[config.mk]
export PLATFORM = sky130hd
export DESIGN_NAME = timer_slot_table
export DESIGN_NICKNAME = d
export VERILOG_FILES = /design/src/rtl/core/tst_pkg.sv /design/src/rtl/core/tst_ctrl.sv /design/src/rtl/core/tst_dpath.sv /design/src/rtl/core/timer_slot_table.sv
export SDC_FILE = /design/constraint.sdc
export NUM_CORES = 1
export LEC_CHECK = 0
export ABC_AREA = 1
export BUFFER_PORTS_ARGS = -buffer_cell sky130_fd_sc_hd__buf_2
export CAP_MARGIN = 40
export CORE_MARGIN = 2
export CORE_UTILIZATION = 39
export CTS_CLUSTER_SIZE = 14
export DETAILED_ROUTE_END_ITERATION = 8
export GPL_TIMING_DRIVEN = 0
export SKIP_LAST_GASP = 1
export SLEW_MARGIN = 20
export SYNTH_ARGS = -nofsm -noshare
export SYNTH_HDL_FRONTEND = slang
export SYNTH_HIERARCHICAL = 1
export SYNTH_SLANG_ARGS = --single-unit
[constraint.sdc]
create_clock -name clk -period 10.39 [get_ports clk]
set_clock_uncertainty 0.15 [all_clocks]
set_input_delay 0.5195 -clock clk [delete_from_list [all_inputs] [get_ports clk]]
set_output_delay 0.5195 -clock clk [all_outputs]
set_load 0.01 [all_outputs]
[src/rtl/core/tst_pkg.sv]
// Shared constants, types and control bundle of the timer slot table.
package tst_pkg;

	localparam int SLOTS = 16;
	localparam int SLOT_W = (SLOTS > 1) ? $clog2(SLOTS) : 1;
	localparam int DELAY_W = 16;
	localparam int TAG_W = 32;
	localparam int DEL_W = 8;
	localparam int IDX_W = 9;
	localparam int TIME_W = 32;
	localparam int IN_DATA_W = 56;
	localparam int OUT_DATA_W = 64;
	localparam logic [15:0] WAIT_MAX = 16'hFFFF;
	localparam logic [TIME_W-1:0] DUE_WINDOW_MS = 32'd1;

	typedef enum logic [1:0] {
		CMD_TICK = 2'd0,
		CMD_ADD  = 2'd1,
		CMD_DEL  = 2'd2
	} cmd_t;

	typedef enum logic [1:0] {
		ST_OK       = 2'd0,
		ST_FULL     = 2'd1,
		ST_BAD_SLOT = 2'd2,
		ST_NOTHING  = 2'd3
	} status_t;

	typedef enum logic [2:0] {
		S_IDLE,
		S_SCAN,
		S_DRAIN,
		S_FIRE,
		S_OUT
	} state_t;

	// Commands from the controller to the datapath.
	typedef struct packed {
		logic              accept;
		logic              rd_en;
		logic [SLOT_W-1:0] rd_addr;
		logic              fire;
		logic              load_out;
	} ctrl_cmd_t;

endpackage

[src/rtl/core/tst_ctrl.sv]
// Controller state machine of the timer slot table: sequencing and handshakes.
module tst_ctrl (
	input  logic               clk,
	input  logic               arst_n,
	input  logic               s_tvalid,
	output logic               s_tready,
	output logic               m_tvalid,
	input  logic               m_tready,
	output tst_pkg::ctrl_cmd_t cmd
);
	import tst_pkg::*;

	state_t state_q;
	state_t state_nxt;
	logic [SLOT_W-1:0] scan_cnt_q;
	logic m_valid_q;
	logic scan_last;

	assign scan_last = (scan_cnt_q == SLOT_W'(SLOTS - 1));
	assign m_tvalid = m_valid_q;

	always_comb begin
		state_nxt = state_q;
		unique case (state_q)
			S_IDLE: begin
				if (s_tvalid) state_nxt = S_SCAN;
			end
			S_SCAN: begin
				if (scan_last) state_nxt = S_DRAIN;
			end
			S_DRAIN: state_nxt = S_FIRE;
			S_FIRE:  state_nxt = S_OUT;
			S_OUT: begin
				if (!m_valid_q || m_tready) state_nxt = S_IDLE;
			end
			default: state_nxt = S_IDLE;
		endcase
	end

	always_comb begin
		s_tready = (state_q == S_IDLE);
		cmd.accept = s_tready && s_tvalid;
		cmd.rd_en = (state_q == S_SCAN);
		cmd.rd_addr = scan_cnt_q;
		cmd.fire = (state_q == S_FIRE);
		cmd.load_out = (state_q == S_OUT) && (!m_valid_q || m_tready);
	end

	always_ff @(posedge clk or negedge arst_n) begin
		if (!arst_n) begin
			state_q <= S_IDLE;
			scan_cnt_q <= '0;
			m_valid_q <= 1'b0;
		end else begin
			state_q <= state_nxt;
			if (cmd.accept) scan_cnt_q <= '0;
			else if (cmd.rd_en && !scan_last) scan_cnt_q <= scan_cnt_q + 1'b1;
			if (cmd.load_out) m_valid_q <= 1'b1;
			else if (m_tready) m_valid_q <= 1'b0;
		end
	end

endmodule

[src/rtl/core/tst_dpath.sv]
// Datapath of the timer slot table: slot stores, time counter, scan and result.
module tst_dpath (
	input  logic                              clk,
	input  logic                              arst_n,
	input  tst_pkg::ctrl_cmd_t                cmd,
	input  logic [tst_pkg::IN_DATA_W-1:0]     s_tdata,
	input  logic [1:0]                        s_tuser,
	output logic [tst_pkg::OUT_DATA_W-1:0]    m_tdata,
	output logic [2:0]                        m_tuser
);
	import tst_pkg::*;

	logic [SLOTS-1:0] valid_q;
	logic [TIME_W-1:0] now_q;
	logic [TIME_W-1:0] dl_mem [SLOTS];
	logic [TAG_W-1:0] tag_mem [SLOTS];

	// Fields of the accepted transaction.
	cmd_t in_cmd;
	logic [DELAY_W-1:0] in_delay;
	logic [TAG_W-1:0] in_tag;
	logic [DEL_W-1:0] in_slot;
	logic del_ok;

	cmd_t cmd_q;
	status_t res_status_q;
	logic [IDX_W-1:0] res_index_q;

	logic [SLOT_W-1:0] free_idx;
	logic any_free;

	// Scan stage.
	logic rd_vld_s1;
	logic [SLOT_W-1:0] idx_s1;
	logic vbit_s1;
	logic [TIME_W-1:0] dl_s1;
	logic [TIME_W-1:0] diff;
	logic due;
	logic [15:0] wait_val;
	logic found_q;
	logic [SLOT_W-1:0] fire_idx_q;
	logic [15:0] min_q;
	logic [TAG_W-1:0] tag_rd_q;

	// Output register payload.
	status_t out_status_q;
	logic [IDX_W-1:0] out_index_q;
	logic out_fired_q;
	logic [TAG_W-1:0] out_tag_q;
	logic [15:0] out_wait_q;

	assign in_cmd = cmd_t'(s_tuser);
	assign in_delay = s_tdata[15:0];
	assign in_tag = s_tdata[47:16];
	assign in_slot = s_tdata[55:48];
	assign del_ok = ({1'b0, in_slot} < IDX_W'(SLOTS));

	always_comb begin
		free_idx = '0;
		for (int i = SLOTS - 1; i >= 0; i--) begin
			if (!valid_q[i]) free_idx = SLOT_W'(i);
		end
		any_free = ~&valid_q;
	end

	always_comb begin
		diff = dl_s1 - now_q;
		due = diff[TIME_W-1] || (diff <= DUE_WINDOW_MS);
		if (diff[TIME_W-1]) wait_val = '0;
		else if (|diff[TIME_W-1:16]) wait_val = WAIT_MAX;
		else wait_val = diff[15:0];
	end

	// Control state: valid bits, time, scan bookkeeping.
	always_ff @(posedge clk or negedge arst_n) begin
		if (!arst_n) begin
			valid_q <= '0;
			now_q <= '0;
			rd_vld_s1 <= 1'b0;
			found_q <= 1'b0;
		end else begin
			rd_vld_s1 <= cmd.rd_en;
			if (cmd.accept) begin
				found_q <= 1'b0;
				case (in_cmd)
					CMD_TICK: now_q <= now_q + 1'b1;
					CMD_ADD: begin
						if (any_free) valid_q[free_idx] <= 1'b1;
					end
					CMD_DEL: begin
						if (del_ok) valid_q[in_slot[SLOT_W-1:0]] <= 1'b0;
					end
					default: ;
				endcase
			end else if (cmd.fire) begin
				if (found_q) valid_q[fire_idx_q] <= 1'b0;
			end else if (rd_vld_s1 && vbit_s1 && cmd_q == CMD_TICK && due && !found_q) begin
				found_q <= 1'b1;
			end
		end
	end

	// Payload registers.
	always_ff @(posedge clk) begin
		if (cmd.accept) begin
			cmd_q <= in_cmd;
			min_q <= WAIT_MAX;
			case (in_cmd)
				CMD_ADD: begin
					res_status_q <= any_free ? ST_OK : ST_FULL;
					res_index_q <= any_free ? IDX_W'(free_idx) : IDX_W'(SLOTS);
				end
				CMD_DEL: begin
					res_status_q <= del_ok ? ST_OK : ST_BAD_SLOT;
					res_index_q <= del_ok ? IDX_W'(in_slot) : IDX_W'(SLOTS);
				end
				default: begin
					res_status_q <= ST_NOTHING;
					res_index_q <= IDX_W'(SLOTS);
				end
			endcase
		end else if (rd_vld_s1 && vbit_s1) begin
			// The first due slot on a tick is freed, so it stays out of the minimum.
			if (cmd_q == CMD_TICK && due && !found_q) fire_idx_q <= idx_s1;
			else if (wait_val < min_q) min_q <= wait_val;
		end
		if (cmd.rd_en) begin
			idx_s1 <= cmd.rd_addr;
			vbit_s1 <= valid_q[cmd.rd_addr];
		end
		if (cmd.load_out) begin
			out_status_q <= found_q ? ST_OK : res_status_q;
			out_index_q <= found_q ? IDX_W'(fire_idx_q) : res_index_q;
			out_fired_q <= found_q;
			out_tag_q <= found_q ? tag_rd_q : '0;
			out_wait_q <= min_q;
		end
	end

	// Slot stores.
	always_ff @(posedge clk) begin
		if (cmd.accept && in_cmd == CMD_ADD && any_free) begin
			dl_mem[free_idx] <= now_q + TIME_W'(in_delay);
			tag_mem[free_idx] <= in_tag;
		end
		if (cmd.rd_en) dl_s1 <= dl_mem[cmd.rd_addr];
		if (cmd.fire) tag_rd_q <= tag_mem[fire_idx_q];
	end

	assign m_tdata = {7'd0, out_wait_q, out_tag_q, out_index_q};
	assign m_tuser = {out_fired_q, out_status_q};

endmodule

[src/rtl/core/timer_slot_table.sv]
// Top level of the timer slot table: controller and datapath joined.
// The block keeps SLOTS one-shot millisecond timers. Each input transaction
// carries a command in s_tuser: tick advances the millisecond clock by one and
// fires the lowest-numbered pending slot whose deadline is at most one ms
// ahead or already passed; add claims the lowest free slot with deadline
// now plus delay_ms and keeps the tag; delete frees a slot by index. Every
// command yields exactly one result transaction with status, slot index, the
// fired flag and tag, and the ms left to the earliest pending deadline after
// the command took effect (65535 when none is pending or the gap is larger).
// After an item is accepted, the accepting cycle applies the command, the
// slots are then stepped through one after another on the single
// deadline-memory read port, the read stage is drained, the fired tag is
// fetched and the output register is loaded, in that order. A new
// transaction is accepted once the result has moved into the output
// register, even while the downstream side still holds it off; that
// next item then waits in its last step until the held result is taken.
// There is no clearing pass after reset; slot contents are guarded by valid
// bits cleared at reset.
module timer_slot_table (
	input  logic                                clk,
	input  logic                                arst_n,
	input  logic                                s_tvalid,
	output logic                                s_tready,
	// [15:0] delay_ms, [47:16] tag, [55:48] slot
	input  logic [tst_pkg::IN_DATA_W-1:0]       s_tdata,
	// [1:0] command
	input  logic [1:0]                          s_tuser,
	output logic                                m_tvalid,
	input  logic                                m_tready,
	// [8:0] slot_index, [40:9] fired_tag, [56:41] wait_ms, [63:57] zero
	output logic [tst_pkg::OUT_DATA_W-1:0]      m_tdata,
	// [1:0] status, [2] fired
	output logic [2:0]                          m_tuser
);
	import tst_pkg::*;

	ctrl_cmd_t cmd;

	// Sequencer: accepts a transaction, walks the slots, hands off the result.
	tst_ctrl u_ctrl (
		.clk      (clk),
		.arst_n   (arst_n),
		.s_tvalid (s_tvalid),
		.s_tready (s_tready),
		.m_tvalid (m_tvalid),
		.m_tready (m_tready),
		.cmd      (cmd)
	);

	// Slot stores, time counter, scan arithmetic and the output register.
	tst_dpath u_dpath (
		.clk     (clk),
		.arst_n  (arst_n),
		.cmd     (cmd),
		.s_tdata (s_tdata),
		.s_tuser (s_tuser),
		.m_tdata (m_tdata),
		.m_tuser (m_tuser)
	);

endmodule

==> flow_results.xml <==
<?xml version="1.0" encoding="UTF-8"?>
<metrics>
  <group name="power_and_ir_drop">
    <metric name="seq_power_share" unit="">0.424</metric>
    <metric name="switching_share" unit="">0.341</metric>
    <metric name="power.total" unit="W">0.0144</metric>
    <metric name="powerDensity" unit="nW/µm²">235</metric>
    <metric name="peakVddDrop" unit="µV">147</metric>
    <metric name="p_switching" unit="W">0.00493</metric>
    <metric name="power.clock.fraction" unit="">0.295</metric>
    <metric name="power.static_leakage" unit="nW">22.3</metric>
    <metric name="p_int" unit="W">0.00951</metric>
    <metric name="power.combinational.fraction" unit="">0.281</metric>
  </group>
  <group name="clocking">
    <metric name="cts_tree" unit="">built</metric>
    <metric name="cts_made_buffers" unit="">120</metric>
    <metric name="cts_hold_buf" unit="">39</metric>
    <metric name="worst_skew_pair.late_latency" unit="ps">760</metric>
    <metric name="cts_max_path_buffers" unit="">3</metric>
    <metric name="postCtsResizedCells" unit="">0</metric>
    <metric name="cts.repair_timing.setup_buffer_count" unit="">0</metric>
    <metric name="cts.reportedPaths.clkPinSlew" unit="ps">70</metric>
    <metric name="cts-root-buf" unit="">clkbuf_16</metric>
    <metric name="cts_max_level" unit="">3</metric>
    <metric name="cts_num_sinks" unit="">1242</metric>
  </group>
  <group name="worst_setup_path">
    <metric name="cpLargestDelayFamily" unit="">simple AND/OR/NAND/NOR gates</metric>
    <metric name="crit_type" unit="">flip-flop to flip-flop</metric>
    <metric name="worstPathArrival" unit="ps">5770</metric>
    <metric name="critical_path_peak_fanout" unit="">10</metric>
    <metric name="critical_path.startpoint_type" unit="">flip-flop</metric>
    <metric name="critical_path.most_common_cell" unit="">nand2_1</metric>
    <metric name="reg2reg_slack" unit="ps">5110</metric>
    <metric name="timing.rr.start" unit="">u_dpath/now_q[16]</metric>
    <metric name="regToRegEndpoint" unit="">u_dpath/min_q[13]</metric>
    <metric name="path_buf_inv" unit="">7</metric>
    <metric name="timing.reg2reg.worst_path_depth" unit="">30</metric>
    <metric name="critPathCaptureType" unit="">flip-flop</metric>
    <metric name="critPathSlowestCell" unit="">ha_1</metric>
    <metric name="cp_slowest_stage_delay" unit="ps">430</metric>
    <metric name="required" unit="ps">10880</metric>
  </group>
  <group name="drt">
    <metric name="route.detailed.vias_per_inst" unit="">5.52</metric>
    <metric name="dr.first_iter.drc_count" unit="">4210</metric>
    <metric name="drt_pass1_iterations" unit="">6</metric>
    <metric name="route.antenna.remaining_nets" unit="">0</metric>
    <metric name="avgRoutedWirePerCell" unit="µm">24.5</metric>
    <metric name="total_length_of_routed_wires" unit="µm">153000</metric>
    <metric name="num_vias" unit="">34500</metric>
    <metric name="remaining_drc_errors" unit="">0</metric>
  </group>
  <group name="grt">
    <metric name="number_of_global_route_vias_before_repair" unit="">32900</metric>
    <metric name="grt_start_max_net_pins" unit="">47</metric>
    <metric name="grt_remaining_overflow" unit="">0</metric>
    <metric name="number_of_antenna_violations_at_the_first_check_in_global_routing" unit="">10</metric>
    <metric name="grt_pass1_wl" unit="µm">221000</metric>
    <metric name="globalRouteTotalUtil" unit="">0.220</metric>
  </group>
  <group name="timing">
    <metric name="grt_setup_unrepaired" unit="">no</metric>
    <metric name="final_max_slew_viol_count" unit="">0</metric>
    <metric name="holdWs" unit="ps">46.5</metric>
    <metric name="relSlewSlack" unit="">0.385</metric>
    <metric name="finalCriticalPeriod" unit="ps">5280</metric>
    <metric name="timing.fmax" unit="MHz">189</metric>
    <metric name="setup_viol_count_final" unit="">0</metric>
    <metric name="layout_worst_path_cycle_share" unit="">0.508</metric>
    <metric name="worstMarginPinSlew" unit="ps">923</metric>
    <metric name="final-hold-violation-count" unit="">0</metric>
    <metric name="setup_ws" unit="ps">5110</metric>
  </group>
  <group name="synthesis">
    <metric name="ys_warn_count" unit="">6</metric>
    <metric name="synthesis.area" unit="µm²">52100</metric>
    <metric name="syn-instance-count" unit="">3962</metric>
    <metric name="synth_seq_cells" unit="">1242</metric>
    <metric name="post_synth.cell_area_avg" unit="µm²">13.2</metric>
    <metric name="synth_enable_flop_cells" unit="">1168</metric>
    <metric name="synth.lib_cells_used.distinct" unit="">55</metric>
    <metric name="dominant_synthesized_flop_cell" unit="">edfxtp_1</metric>
    <metric name="yosysSeqAreaShare" unit="">0.707</metric>
    <metric name="async_reset_ff_frac" unit="">0.0467</metric>
  </group>
  <group name="floorplanning">
    <metric name="die_area" unit="µm²">137000</metric>
    <metric name="floorplan.rows" unit="">134</metric>
    <metric name="initial_core_util" unit="">0.392</metric>
    <metric name="die_h" unit="µm">370</metric>
    <metric name="boundaryPins" unit="">131</metric>
    <metric name="placeableCoreArea" unit="µm²">133000</metric>
    <metric name="fp.dieW" unit="µm">370</metric>
  </group>
  <group name="hold_path">
    <metric name="worstHoldPathType" unit="">input port to flip-flop</metric>
    <metric name="hold_ep" unit="">u_dpath/res_index_q[4]</metric>
    <metric name="hold_depth" unit="">3</metric>
    <metric name="min-delay-start" unit="">s_tdata[53]</metric>
  </group>
  <group name="outcome">
    <metric name="run_status" unit="">finished clean</metric>
  </group>
  <group name="layout">
    <metric name="finish.net_count" unit="">4512</metric>
    <metric name="postLayoutCoreUtil" unit="">0.463</metric>
    <metric name="post_route_non_filler_standard_cell_count" unit="">6253</metric>
    <metric name="n_fill_cell" unit="">11800</metric>
    <metric name="final_layout_size_suffix_gt1_frac" unit="">0.125</metric>
    <metric name="area_growth" unit="%">18.1</metric>
  </group>
  <group name="placed_design">
    <metric name="dp_hpwl" unit="µm">107000</metric>
    <metric name="pre_cts_setup_slack" unit="ps">5160</metric>
    <metric name="port_buffers" unit="">122</metric>
    <metric name="numPlacedInstances" unit="">5976</metric>
    <metric name="gp_routability_congestion" unit="">0.906</metric>
  </group>
  <group name="run">
    <metric name="cap_viol_max_count" unit="">0</metric>
  </group>
</metrics>
[power by group through the flow]
stage	Sequential (W)	Clock, W	Combinational, W
finish	0.00613	0.00426	0.00406
global route	0.00615	0.00450	0.00443
CTS	0.00613	0.00433	0.00400
detailed placement	0.00623	0	0.00397
global placement	0.00626	0	0.00378
floorplan	0.00616	0	0.00245
[metrics by stage]
stage                     TNS [ps]  area, µm²
after floorplan                  0      52200
after global placement     -419000      55000
after detailed placement         0      57200
after CTS                        0      61400
after global routing             0      61600
final                            0      61600
[cell usage in the layout, fill, tap and decap left out, types with 17 or more instances in the layout]
| master | synthesis | layout |
|---|---|---|
| clkinv_1 | 5 | 30 |
| nand4_1 | 21 | 21 |
| clkinv_2 | 1 | 25 |
| buf_4 | 10 | 20 |
| dfrtp_1 | 58 | 58 |
| xor2_2 | 0 | 20 |
| a31oi_1 | 17 | 17 |
| clkbuf_16 | 0 | 120 |
| buf_6 | 0 | 34 |
| buf_2 | 2 | 136 |
| a2111o_1 | 32 | 32 |
| edfxtp_1 | 1168 | 1168 |
| xor2_1 | 65 | 45 |
| nor2_4 | 7 | 23 |
| mux2i_1 | 128 | 128 |
| o211ai_1 | 145 | 145 |
| ha_1 | 67 | 67 |
| o21ai_0 | 183 | 183 |
| buf_1 | 21 | 21 |
| dlygate4sd3_1 | 0 | 39 |
| clkbuf_1 | 158 | 184 |
| nand2_2 | 19 | 19 |
| a22oi_1 | 256 | 256 |
| nor3_1 | 23 | 23 |
| buf_12 | 1 | 38 |
| a21oi_1 | 230 | 230 |
| inv_1 | 401 | 399 |
| buf_16 | 0 | 22 |
| nor2_1 | 125 | 106 |
| nand3_1 | 149 | 149 |
| nand2_1 | 488 | 488 |
| a21boi_0 | 65 | 65 |
[cells by family after synthesis]
| logic type | count (synthesis) | synth area share |
|---|---|---|
| buffers and inverters | 614 | 0.0454 |
| XOR/XNOR | 76 | 0.0128 |
| AO/OA/AOI/OAI | 945 | 0.118 |
| other | 1 | 0.0000719 |
| multiplexers | 128 | 0.0246 |
| flip-flops | 1242 | 0.707 |
| AND/OR/NAND/NOR | 887 | 0.0756 |
| adder cells (fa/ha/maj) | 69 | 0.0168 |
[worst max-delay path by stage]
stage	start	end	slack [ps]	cells after the start
6_report	u_dpath/now_q[16]	u_dpath/min_q[13]	5110	30
5_1_grt	u_dpath/now_q[16]	u_dpath/min_q[9]	4490	31
4_1_cts	u_dpath/now_q[16]	u_dpath/min_q[13]	5110	28
3_5_place_dp	u_dpath/now_q[16]	u_dpath/min_q[9]	5160	29
3_3_place_gp	s_tvalid	u_dpath/tag_mem[0][11]	-6560	6
2_1_floorplan	u_ctrl/state_q[0]	u_dpath/dl_mem[0][0]	2070	6
[sequential cells by signal, summed over array words and instances, names as in the netlist, 8 cells and up]
signal,count
u_dpath/res_index_q,8
u_dpath/min_q,16
u_dpath/dl_mem,512
u_dpath/tag_mem,512
u_dpath/out_tag_q,32
u_dpath/out_index_q,8
u_dpath/now_q,32
u_dpath/dl_s1,32
u_dpath/tag_rd_q,32
u_dpath/valid_q,16
u_dpath/out_wait_q,16
[synthesized netlist by cell type, types with 16 or more instances]
| cell | count | area (µm²) |
|---|---|---|
| edfxtp_1 | 1168 | 35100 |
| nand2_1 | 488 | 1830 |
| inv_1 | 401 | 1510 |
| a22oi_1 | 256 | 1920 |
| a21oi_1 | 230 | 1150 |
| o21ai_0 | 183 | 916 |
| clkbuf_1 | 158 | 593 |
| nand3_1 | 149 | 746 |
| o211ai_1 | 145 | 1090 |
| mux2i_1 | 128 | 1280 |
| nor2_1 | 125 | 469 |
| ha_1 | 67 | 838 |
| a21boi_0 | 65 | 488 |
| xor2_1 | 65 | 569 |
| dfrtp_1 | 58 | 1450 |
| a2111o_1 | 32 | 360 |
| nor3_1 | 23 | 115 |
| buf_1 | 21 | 78.8 |
| nand4_1 | 21 | 131 |
| nand2_2 | 19 | 119 |
| a31oi_1 | 17 | 106 |
| dfxtp_1 | 16 | 320 |
[final cells by class]
cell class | count | area (µm²) | area share
multi-input combinational | 2116 | 13300 | 0.216
clock buffer | 151 | 3150 | 0.0511
timing repair buffer | 287 | 3030 | 0.0492
buffer | 192 | 779 | 0.0127
inverter | 422 | 1590 | 0.0259
antenna | 3 | 7.51 | 0.000122
tap | 1768 | 2210 | 0.0359
sequential | 1242 | 36800 | 0.598
clock inverter | 72 | 681 | 0.0111
[tightest hold or removal path: stages]
cell and delay (ps):
buf_2 90, nor4_2 70, o211ai_1 160
[layer usage]
metal | global-route usage | wire length (µm)
met1 | 0.318 | 65900
met2 | 0.344 | 70200
met3 | 0.0332 | 13500
met4 | 0.0622 | 3430
met5 | 0 | 34
No activity file was read; power rests on OpenSTA's default activity.
